[src/rtl/mms_pkg.sv]
// ----------------------------------------------------------------------------
// mms_pkg: shared types and constants for the min/max contrast stretcher
// Sample and level widths, sequencer states, divider status.
// ----------------------------------------------------------------------------
`default_nettype none

package mms_pkg;

    // Default sample width, port widths and quotient size
    localparam int SAMPLE_BITS_DEF = 16;
    localparam int PIXEL_W         = 16;
    localparam int LEVEL_W         = 8;
    localparam int QUOT_BITS       = 8;

    localparam logic [LEVEL_W-1:0] LEVEL_MAX = 8'd255;

    // Item commands
    localparam logic CMD_MEASURE = 1'b0;
    localparam logic CMD_CONVERT = 1'b1;

    // Sequencer states
    typedef enum logic [1:0] {
        ST_IDLE,
        ST_SETUP,
        ST_DIV,
        ST_DONE
    } t_state;

    // Divider status toward the sequencer
    typedef struct packed {
        logic busy;
        logic done;
    } t_div_status;

endpackage : mms_pkg

`default_nettype wire

[src/rtl/mms_range.sv]
// ----------------------------------------------------------------------------
// mms_range: running minimum and maximum tracker
// Updates the lowest and highest sample on each measure item; restart reloads
// both from the current sample.
// ----------------------------------------------------------------------------
`default_nettype none

module mms_range import mms_pkg::*; #(
    parameter int SAMPLE_BITS = SAMPLE_BITS_DEF
) (
    input  wire logic                   i_clk,
    input  wire logic                   i_rst_n,
    input  wire logic                   i_update,
    input  wire logic                   i_restart,
    input  wire logic [SAMPLE_BITS-1:0] i_px,
    output logic      [SAMPLE_BITS-1:0] o_lowest,
    output logic      [SAMPLE_BITS-1:0] o_highest
);

    logic [SAMPLE_BITS-1:0] r_lowest;
    logic [SAMPLE_BITS-1:0] r_highest;
    logic [SAMPLE_BITS-1:0] n_lowest;
    logic [SAMPLE_BITS-1:0] n_highest;

    // Pick the new bounds for a measured sample
    always_comb begin
        n_lowest  = r_lowest;
        n_highest = r_highest;
        if (i_restart) begin
            n_lowest  = i_px;
            n_highest = i_px;
        end else begin
            if (i_px < r_lowest) begin
                n_lowest = i_px;
            end
            if (i_px > r_highest) begin
                n_highest = i_px;
            end
        end
    end

    // Hold bounds, advance on update
    always_ff @(posedge i_clk) begin
        if (!i_rst_n) begin
            r_lowest  <= '1;
            r_highest <= '0;
        end else if (i_update) begin
            r_lowest  <= n_lowest;
            r_highest <= n_highest;
        end
    end

    assign o_lowest  = r_lowest;
    assign o_highest = r_highest;

endmodule : mms_range

`default_nettype wire

[src/rtl/mms_div.sv]
// ----------------------------------------------------------------------------
// mms_div: iterative restoring divider
// One trial subtract per cycle, QUOT_BITS steps per quotient. The numerator
// must stay below 2^QUOT_BITS times the denominator.
// ----------------------------------------------------------------------------
`default_nettype none

module mms_div import mms_pkg::*; #(
    parameter int SAMPLE_BITS = SAMPLE_BITS_DEF
) (
    input  wire logic                             i_clk,
    input  wire logic                             i_rst_n,
    input  wire logic                             i_start,
    input  wire logic [SAMPLE_BITS+QUOT_BITS-1:0] i_num,
    input  wire logic [SAMPLE_BITS-1:0]           i_den,
    output t_div_status                           o_status,
    output logic      [QUOT_BITS-1:0]             o_quotient
);

    localparam int NUM_W  = SAMPLE_BITS + QUOT_BITS;
    localparam int STEP_W = $clog2(QUOT_BITS);
    localparam logic [STEP_W-1:0] LAST_STEP = STEP_W'(QUOT_BITS - 1);

    logic [SAMPLE_BITS-1:0] r_rem;
    logic [QUOT_BITS-1:0]   r_quo;
    logic [SAMPLE_BITS-1:0] r_den;
    logic [STEP_W-1:0]      r_step;
    logic                   r_busy;
    logic                   r_done;

    logic [SAMPLE_BITS:0]   w_part;
    logic [SAMPLE_BITS+1:0] w_diff;
    logic                   w_ge;

    // Shared trial subtract: shift in the next numerator bit, compare to divisor
    assign w_part = {r_rem, r_quo[QUOT_BITS-1]};
    assign w_diff = {1'b0, w_part} - {2'b00, r_den};
    assign w_ge   = ~w_diff[SAMPLE_BITS+1];

    // Control: step counter, busy and done pulse
    always_ff @(posedge i_clk) begin
        if (!i_rst_n) begin
            r_step <= '0;
            r_busy <= 1'b0;
            r_done <= 1'b0;
        end else begin
            r_done <= 1'b0;
            if (i_start) begin
                r_step <= '0;
                r_busy <= 1'b1;
            end else if (r_busy) begin
                r_step <= r_step + 1'b1;
                if (r_step == LAST_STEP) begin
                    r_busy <= 1'b0;
                    r_done <= 1'b1;
                end
            end
        end
    end

    // Datapath: load operands, then restore or keep each step
    always_ff @(posedge i_clk) begin
        if (i_start) begin
            r_rem <= i_num[NUM_W-1:QUOT_BITS];
            r_quo <= i_num[QUOT_BITS-1:0];
            r_den <= i_den;
        end else if (r_busy) begin
            r_rem <= w_ge ? w_diff[SAMPLE_BITS-1:0] : w_part[SAMPLE_BITS-1:0];
            r_quo <= {r_quo[QUOT_BITS-2:0], w_ge};
        end
    end

    assign o_status.busy = r_busy;
    assign o_status.done = r_done;
    assign o_quotient    = r_quo;

    // Done comes in the cycle after the last step
    a_done_after_last: assert property (@(posedge i_clk) disable iff (!i_rst_n)
        r_done |-> $past(r_busy) && !r_busy)
        else $error("divider done without a finishing step");

    // Remainder stays below the divisor while iterating
    a_rem_bound: assert property (@(posedge i_clk) disable iff (!i_rst_n)
        r_busy && !$past(i_start) |-> r_rem < r_den || r_den == '0)
        else $error("divider remainder out of range");

endmodule : mms_div

`default_nettype wire

[src/rtl/minmax_stretch_16_to_8.sv]
// ----------------------------------------------------------------------------
// minmax_stretch_16_to_8: min/max contrast stretch of samples into bytes
// Measure items track the range; wide-mode converts inside a non-flat
// range map to floor((px - min) * 255 / (max - min)).
// ----------------------------------------------------------------------------
// Sequence: a dividing convert item passes setup, the iterative divider's steps,
//   its done pulse and the output stage; other converts skip the divider.
// Flow: one item at a time; the next is accepted only after the current one is
//   finished, and a convert waits until the output register can take its result.
// Reset: synchronous active low; min = all ones, max = 0, wide mode on.
`default_nettype none

module minmax_stretch_16_to_8 import mms_pkg::*; #(
    parameter int SAMPLE_BITS = SAMPLE_BITS_DEF
) (
    input  wire logic               i_clk,
    input  wire logic               i_rst_n,
    // configuration write
    input  wire logic               i_cfg_valid,
    output logic                    o_cfg_ready,
    input  wire logic               i_cfg_wide_samples,
    // input items
    input  wire logic               i_valid,
    output logic                    o_ready,
    input  wire logic               i_cmd,
    input  wire logic [PIXEL_W-1:0] i_pixel,
    input  wire logic               i_restart,
    // result items
    output logic                    o_valid,
    input  wire logic               i_ready,
    output logic      [LEVEL_W-1:0] o_level,
    output logic                    o_flat_image
);

    localparam int NUM_W = SAMPLE_BITS + QUOT_BITS;

    t_state                 r_state;
    t_state                 n_state;
    logic                   r_wide;
    logic                   r_cmd;
    logic                   r_restart;
    logic [PIXEL_W-1:0]     r_pixel;
    logic [LEVEL_W-1:0]     r_level;
    logic                   r_flat;
    logic                   r_out_valid;
    logic [LEVEL_W-1:0]     r_out_level;
    logic                   r_out_flat;

    logic [SAMPLE_BITS-1:0] w_px;
    logic [SAMPLE_BITS-1:0] w_lowest;
    logic [SAMPLE_BITS-1:0] w_highest;
    logic [SAMPLE_BITS-1:0] w_diff;
    logic [NUM_W-1:0]       w_num;
    logic [SAMPLE_BITS-1:0] w_den;
    logic                   w_flat_cond;
    logic                   w_below;
    logic                   w_above;
    logic                   w_need_div;
    logic                   w_accept;
    logic                   w_range_upd;
    logic                   w_div_start;
    logic                   w_special;
    logic                   w_emit;
    t_div_status            w_div_status;
    logic [QUOT_BITS-1:0]   w_quotient;

    assign w_accept    = i_valid && o_ready;
    assign o_ready     = (r_state == ST_IDLE);
    assign o_cfg_ready = 1'b1;

    // Configuration register
    always_ff @(posedge i_clk) begin
        if (!i_rst_n) begin
            r_wide <= 1'b1;
        end else if (i_cfg_valid) begin
            r_wide <= i_cfg_wide_samples;
        end
    end

    // Capture the accepted item
    always_ff @(posedge i_clk) begin
        if (w_accept) begin
            r_cmd     <= i_cmd;
            r_pixel   <= i_pixel;
            r_restart <= i_restart;
        end
    end

    assign w_px = r_pixel[SAMPLE_BITS-1:0];

    mms_range #(
        .SAMPLE_BITS (SAMPLE_BITS)
    ) u_range (
        .i_clk     (i_clk),
        .i_rst_n   (i_rst_n),
        .i_update  (w_range_upd),
        .i_restart (r_restart),
        .i_px      (w_px),
        .o_lowest  (w_lowest),
        .o_highest (w_highest)
    );

    // Classify the sample and form numerator (diff * 255) and divisor
    assign w_flat_cond = (w_highest <= w_lowest);
    assign w_below     = (w_px < w_lowest);
    assign w_above     = (w_px > w_highest);
    assign w_diff      = w_px - w_lowest;
    assign w_num       = {w_diff, {QUOT_BITS{1'b0}}} - {{QUOT_BITS{1'b0}}, w_diff};
    assign w_den       = w_highest - w_lowest;
    assign w_need_div  = r_wide && !w_flat_cond && !w_below && !w_above;

    mms_div #(
        .SAMPLE_BITS (SAMPLE_BITS)
    ) u_div (
        .i_clk      (i_clk),
        .i_rst_n    (i_rst_n),
        .i_start    (w_div_start),
        .i_num      (w_num),
        .i_den      (w_den),
        .o_status   (w_div_status),
        .o_quotient (w_quotient)
    );

    // Next state
    always_comb begin
        n_state = r_state;
        case (r_state)
            ST_IDLE: begin
                if (w_accept) begin
                    n_state = ST_SETUP;
                end
            end
            ST_SETUP: begin
                if (r_cmd == CMD_MEASURE) begin
                    n_state = ST_IDLE;
                end else if (w_need_div) begin
                    n_state = ST_DIV;
                end else begin
                    n_state = ST_DONE;
                end
            end
            ST_DIV: begin
                if (w_div_status.done) begin
                    n_state = ST_DONE;
                end
            end
            ST_DONE: begin
                if (!r_out_valid || i_ready) begin
                    n_state = ST_IDLE;
                end
            end
            default: n_state = ST_IDLE;
        endcase
    end

    // State outputs
    always_comb begin
        w_range_upd = 1'b0;
        w_div_start = 1'b0;
        w_special   = 1'b0;
        w_emit      = 1'b0;
        case (r_state)
            ST_SETUP: begin
                w_range_upd = (r_cmd == CMD_MEASURE);
                w_div_start = (r_cmd == CMD_CONVERT) && w_need_div;
                w_special   = (r_cmd == CMD_CONVERT) && !w_need_div;
            end
            ST_DONE: begin
                w_emit = !r_out_valid || i_ready;
            end
            default: begin
                w_range_upd = 1'b0;
            end
        endcase
    end

    // State register
    always_ff @(posedge i_clk) begin
        if (!i_rst_n) begin
            r_state <= ST_IDLE;
        end else begin
            r_state <= n_state;
        end
    end

    // Stage the result: special cases in setup, quotient when the divider ends
    always_ff @(posedge i_clk) begin
        if (w_special) begin
            if (!r_wide) begin
                r_level <= r_pixel[LEVEL_W-1:0];
                r_flat  <= 1'b0;
            end else if (w_flat_cond) begin
                r_level <= '0;
                r_flat  <= 1'b1;
            end else if (w_below) begin
                r_level <= '0;
                r_flat  <= 1'b0;
            end else begin
                r_level <= LEVEL_MAX;
                r_flat  <= 1'b0;
            end
        end else if (w_div_status.done) begin
            r_level <= w_quotient;
            r_flat  <= 1'b0;
        end
    end

    // Output register: hold until taken
    always_ff @(posedge i_clk) begin
        if (!i_rst_n) begin
            r_out_valid <= 1'b0;
        end else if (w_emit) begin
            r_out_valid <= 1'b1;
        end else if (i_ready) begin
            r_out_valid <= 1'b0;
        end
    end

    always_ff @(posedge i_clk) begin
        if (w_emit) begin
            r_out_level <= r_level;
            r_out_flat  <= r_flat;
        end
    end

    assign o_valid      = r_out_valid;
    assign o_level      = r_out_level;
    assign o_flat_image = r_out_flat;

    // A flat image always reports level zero
    a_flat_zero: assert property (@(posedge i_clk) disable iff (!i_rst_n)
        o_valid && o_flat_image |-> o_level == '0)
        else $error("flat image with nonzero level");

    // The divider only runs while the sequencer waits on it
    a_div_in_state: assert property (@(posedge i_clk) disable iff (!i_rst_n)
        w_div_status.busy |-> r_state == ST_DIV)
        else $error("divider busy outside division state");

    // A measure item never reaches the result stage
    a_measure_no_result: assert property (@(posedge i_clk) disable iff (!i_rst_n)
        r_state == ST_SETUP && r_cmd == CMD_MEASURE |=> r_state == ST_IDLE)
        else $error("measure item did not return to idle");

endmodule : minmax_stretch_16_to_8

`default_nettype wire

[config.mk]
export PLATFORM = sky130hd
export DESIGN_NAME = minmax_stretch_16_to_8
export DESIGN_NICKNAME = d
export VERILOG_FILES = /design/src/rtl/mms_pkg.sv /design/src/rtl/mms_range.sv /design/src/rtl/mms_div.sv /design/src/rtl/minmax_stretch_16_to_8.sv
export SDC_FILE = /design/constraint.sdc
export NUM_CORES = 1
export LEC_CHECK = 0
export BUFFER_PORTS_ARGS = -buffer_cell sky130_fd_sc_hd__buf_4
export CAP_MARGIN = 20
export CORE_AREA = 2 2 147 149
export CTS_CLUSTER_DIAMETER = 120
export CTS_CLUSTER_SIZE = 28
export DETAILED_ROUTE_END_ITERATION = 12
export DIE_AREA = 0 0 149 151
export SLEW_MARGIN = 40
export SYNTH_ARGS = -nofsm -noshare
export SYNTH_HDL_FRONTEND = slang
export SYNTH_HIERARCHICAL = 1
export SYNTH_SLANG_ARGS = --single-unit
[constraint.sdc]
create_clock -name i_clk -period 11.35 [get_ports i_clk]
set_clock_uncertainty 0.1 [all_clocks]
set_input_delay 2.27 -clock i_clk [delete_from_list [all_inputs] [get_ports i_clk]]
set_output_delay 2.27 -clock i_clk [all_outputs]
set_load 0.1 [all_outputs]
# After elaboration in Yosys (flattened, before gate mapping)
# Cells that the tools add are included.
# totals
reg_bits,117
in_bits,24
# op_classes
reduce_logical,23
addsub,5
magnitude_cmp,3
bitwise,4
eq_ne,7
muxes,34
# ops
op,count
two-way mux 16 bit,7
two-way mux 8 bit,7
subtractor 16 bit,2
subtractor 24 x 16 -> 24 bit,1
subtractor 17 x 16 -> 18 bit,1
> comparator 16 bit,1
less-or-equal comparator 16 bit,1
less-than comparator 16 bit,1
two-way mux 1 bit,15
nonzero test 2 bit,5
two-way mux 2 bit,4
case mux 2 bit (4 select lines),1
logical AND 1 bit,6
zero test 1 bit,5
"== test 2 bit, second input constant",2
"!= test 2 x 1 -> 1 bit, second input constant",2
inverter 1 bit,4
AND reduction 2 bit,2
"adder 3 x 1 -> 3 bit, second input constant",1
"== test 3 bit, second input constant",1
AND reduction 3 bit,1
OR reduction 3 bit,1
"== test 2 x 1 -> 1 bit, second input constant",1
zero test 2 bit,1
3 further kinds,3

# Longest topological paths before layout
# logic_depth
ltp_word,9
depth_mapped,20
mapped_depth_nobuf,20

# By module
# Netlist, hierarchy kept.
# modules_own_cells
module,area_per_inst_um2,n_inst,cells_per_inst,seq_area_each_um2
minmax_stretch_16_to_8,4408.0,1,514,1161.1
mms_div,2857.7,1,264,1301.2
mms_range,2026.9,1,238,640.6

# Worst setup path before layout
# No wires, ideal clock.
# synth_timing
kind,reg-to-reg
from,reg r_pixel[0]
to,reg u_div.r_quo[0] (netlist: u_div/o_quotient[0]) (data pin)
path_slack_ns,6.700
stages_incl_launch_ff,18
synth_period_minus_slack_ns,4.650
arrival_ns,4.282
required_ns,10.982
cell_sequence,edfxtp_1 inv_1 ha_1 fa_1 nand2b_1 a21o_1 a211oi_1 o21ai_0 a21oi_1 o211ai_1 a21oi_1 and3_1 nand2_1 nor2_1 clkbuf_1 clkbuf_1 buf_1 mux2i_1
# synth_between
elab_chain_cells,7
elab_cells_between_ends,11
# synth_lines
element,line,rtl
"start, declared",minmax_stretch_16_to_8.sv:42,logic [PIXEL_W-1:0] r_pixel;
"start signal, assigned",minmax_stretch_16_to_8.sv:84,r_pixel <= i_pixel;
less-than comparator 16 bit,minmax_stretch_16_to_8.sv:105,assign w_below = (w_px < w_lowest);
zero test 1 bit,minmax_stretch_16_to_8.sv:110,assign w_need_div = r_wide && !w_flat_cond && !w_below && !w_above;
logical AND 1 bit,minmax_stretch_16_to_8.sv:110,
logical AND 1 bit (*),minmax_stretch_16_to_8.sv:110,
logical AND 1 bit (*),minmax_stretch_16_to_8.sv:165,w_div_start = (r_cmd == CMD_CONVERT) && w_need_div;
two-way mux 1 bit (*),minmax_stretch_16_to_8.sv:162,case (r_state)
net w_div_start,minmax_stretch_16_to_8.sv:61,logic w_div_start;
two-way mux 8 bit (*),mms_div.sv:63,if (i_start) begin
"end signal, assigned",mms_div.sv:65,r_quo <= i_num[QUOT_BITS-1:0];
"end signal, assigned",mms_div.sv:69,"r_quo <= {r_quo[QUOT_BITS-2:0], w_ge};"
"end, declared",mms_div.sv:25,logic [QUOT_BITS-1:0] r_quo;
# Mark *: on every way through the listed nets, which the timed path passes. The rest lies on a longest branch.
# A chain may end at the register's enable or synchronous reset.

# Worst setup path in the final report
# layout_timing
from,reg r_pixel[0]
to,reg u_div.r_rem[11] (data pin)
# layout_between
elab_cells_between_ends,11
# layout_lines
element,line,rtl
subtractor 16 bit,minmax_stretch_16_to_8.sv:107,assign w_diff = w_px - w_lowest;
subtractor 24 x 16 -> 24 bit,minmax_stretch_16_to_8.sv:108,"assign w_num = {w_diff, {QUOT_BITS{1'b0}}} - {{QUOT_BITS{1'b0}}, w_diff};"
net w_num[19],minmax_stretch_16_to_8.sv:53,logic [NUM_W-1:0] w_num;
two-way mux 16 bit,mms_div.sv:63,
"end signal, assigned",mms_div.sv:64,r_rem <= i_num[NUM_W-1:QUOT_BITS];
"end signal, assigned",mms_div.sv:68,r_rem <= w_ge ? w_diff[SAMPLE_BITS-1:0] : w_part[SAMPLE_BITS-1:0];
"end, declared",mms_div.sv:24,logic [SAMPLE_BITS-1:0] r_rem;
# The timed path passes the listed nets, and every way through them passes these cells.

==> impl_metrics.env <==
export IMPL_result_of_the_run="completed"
export IMPL_cts_setup_buffers=0
export IMPL_tritoncts_clock_tree="done"
export IMPL_grt_pass1_vias=7089
export IMPL_worstSetupPathType="reg2reg"
export IMPL_timing_critical_path_required_ps=11390
export IMPL_via_count=7451
export IMPL_setup_tns_ps=0
export IMPL_initial_core_util_pct=44.6
export IMPL_avgRoutedWirePerCell_um=17.3
export IMPL_iteration_count_of_the_initial_detailed_routing_pass=5
export IMPL_clk_pin_slew_ps=60
export IMPL_clk_latency_ps=420
export IMPL_end_kind="flip-flop"
export IMPL_cts_hold_buffers=0
export IMPL_timing_final_crit_period_ps=5090
export IMPL_cap_violations=0
export IMPL_setup_violations_final=0
export IMPL_static_leakage_power_nw=4.32
export IMPL_synth_warnings=6
export IMPL_dp_hpwl_mm=17.3
export IMPL_grt_first_pass_wirelength_mm=36.8
export IMPL_rsz0062_at_grt="no"
export IMPL_cts_root_buf="sky130_fd_sc_hd__clkbuf_16"
export IMPL_totalPowerFinal_mw=1.36
export IMPL_routed_wl_mm=23.0
export IMPL_coreArea_um2=20800
export IMPL_final_antenna_net_count=0
export IMPL_dr_first_iter_drc_count=457
export IMPL_port_buffers=34
export IMPL_gr_usage_all_layers_pct=21.0
export IMPL_timing_max_slew_rel_slack_pct=43.4
export IMPL_worst_path_buf_inv=2
export IMPL_count_of_endpoints_failing_hold_in_the_final_timing_report=0
export IMPL_cts_resized=0
export IMPL_critical_path_max_stage_delay_ps=510
export IMPL_grt_overflow_total=0
export IMPL_worst_hold_path_type="reg2reg"
export IMPL_antennaDiodeCount=0
export IMPL_achievable_frequency_mhz=197
export IMPL_postSynthCellCount=1015
export IMPL_final_max_slew_viol_count=0
export IMPL_critPathArrivalTime_ps=5120
export IMPL_deepest_level_of_the_cts_h_tree=4
export IMPL_clock_sink_count=117
export IMPL_top_level_ports=36
export IMPL_p_per_area_nw_per_um2=132
export IMPL_share_of_the_clock_period_used_by_the_worst_path_after_layout_pct=44.8
export IMPL_path_delay_family="compound AO/OA/AOI/OAI gates"
export IMPL_grt_start_max_net_pins=73
export IMPL_routed_via_density=5.62
export IMPL_cts_buffers_inserted=17
export IMPL_die_area_um2=22500
export IMPL_mappedNetlistNets=1145
export IMPL_placement_rows=53
export IMPL_placer_congestion=0.889
export IMPL_ir_worst_vdd_uv=101
export IMPL_cp_cell_sequence="inv_1 > ha_1 > fa_1 > nand2b_1 > a21o_1 > a21oi_1 > or3_4 > and2_1 > inv_1 > ha_1 > nand2_1 > a211oi_2 > o2111a_1 > o41ai_2 > maj3_2 > a2111o_1 > nand4b_1 > xnor2_1 > a32oi_1 > o31ai_1"
export IMPL_crit_path_start_kind="flip-flop"
export IMPL_die_width_um=149
export IMPL_worst_path_max_fanout=5
export IMPL_final_layout_size_suffix_gt1_share_pct=11.5
export IMPL_die_height_um=151
export IMPL_num_nets_final=1167
export IMPL_clk_path_buf_depth=2
export IMPL_antenna_found_initial=0
export IMPL_area_delta_synth_final_pct=11.5
export IMPL_syn_avg_cell_area_um2=9.15
export IMPL_post_synth_instance_area_um2=9290
export IMPL_worst_path_max_delay_cell="sky130_fd_sc_hd__a2111o_1"
export IMPL_worst_slew_pin_slew_ps=835
export IMPL_detail_route_drc_violations=0
## metrics by stage
stage	hold WS [ps]	setup WS, ps	util (%)	instances	cell area (µm²)
after floorplan	300	6700	-	1015	9290
after global placement	305	6400	46.8	1293	9740
after detailed placement	308	6350	46.8	1293	9750
after CTS	323	6310	49.7	1325	10400
after global routing	333	5880	49.7	1325	10400
final	320	6260	49.7	1325	10400
## state kept, by name (all words and copies together), names as in the netlist, named ones only
register / count
r_pixel: 16
u_div/r_den: 16
u_div/r_rem: 16
u_range/o_highest: 16
u_range/o_lowest: 16
o_level: 8
r_level: 8
u_div/o_quotient: 8
u_div/r_step: 3
o_flat_image: 1
o_valid: 1
r_cmd: 1
r_flat: 1
r_restart: 1
r_state: 1
r_wide: 1
u_div/r_busy: 1
u_div/r_done: 1
## cell usage in the layout, fill, tap and decap left out, types with 10 or more instances in the layout
cell                          n
sky130_fd_sc_hd__nand2_1     91
sky130_fd_sc_hd__xnor2_1     33
sky130_fd_sc_hd__nand3_1     36
sky130_fd_sc_hd__nor3_1      21
sky130_fd_sc_hd__nand4_1     16
sky130_fd_sc_hd__ha_1       103
sky130_fd_sc_hd__mux2i_1     24
sky130_fd_sc_hd__and3_1      10
sky130_fd_sc_hd__nor2b_1     28
sky130_fd_sc_hd__o21a_1      11
sky130_fd_sc_hd__nand2b_1    12
sky130_fd_sc_hd__dfxtp_1     41
sky130_fd_sc_hd__inv_1      111
sky130_fd_sc_hd__a21oi_1     61
sky130_fd_sc_hd__o221ai_1    16
sky130_fd_sc_hd__o21ai_0     32
sky130_fd_sc_hd__xor2_1      16
sky130_fd_sc_hd__nor2_1      47
sky130_fd_sc_hd__buf_4       39
sky130_fd_sc_hd__a21o_1      15
sky130_fd_sc_hd__edfxtp_1    76
sky130_fd_sc_hd__clkbuf_16   17
## layout make-up
type | instances | area (µm²)
multi-input cells | 751 | 5590
repair buffers | 39 | 293
well taps | 275 | 344
inverters | 111 | 417
clock buffers | 17 | 425
fillers | 1977 | 10500
clock inverters | 15 | 181
flip-flops and latches | 117 | 3100
## worst paths after layout
kind	slack [ps]	cells past startpoint	startpoint	to
min reg2reg	320	0	r_level[6]	o_level[6]
max reg2reg	6260	20	r_pixel[0]	u_div/r_rem[11]
max	6260	20	r_pixel[0]	u_div/r_rem[11]
min	320	0	r_level[6]	o_level[6]
## layer usage
metal  track usage [%]  share of wire [%]
met1              29.8                 50
met2              33.5                 45
met3              2.38                2.9
met4              6.48                1.6
met5                 0                  0
## report_power, final
group / leakage (nW) / total, mW / internal [mW] / switching (mW)
Combinational: 2.99 / 0.320 / 0.126 / 0.194
Sequential: 1.03 / 0.483 / 0.466 / 0.0169
Clock: 0.305 / 0.560 / 0.334 / 0.225
Total: 4.32 / 1.36 / 0.927 / 0.436
No activity file was read; power rests on OpenSTA's default activity.
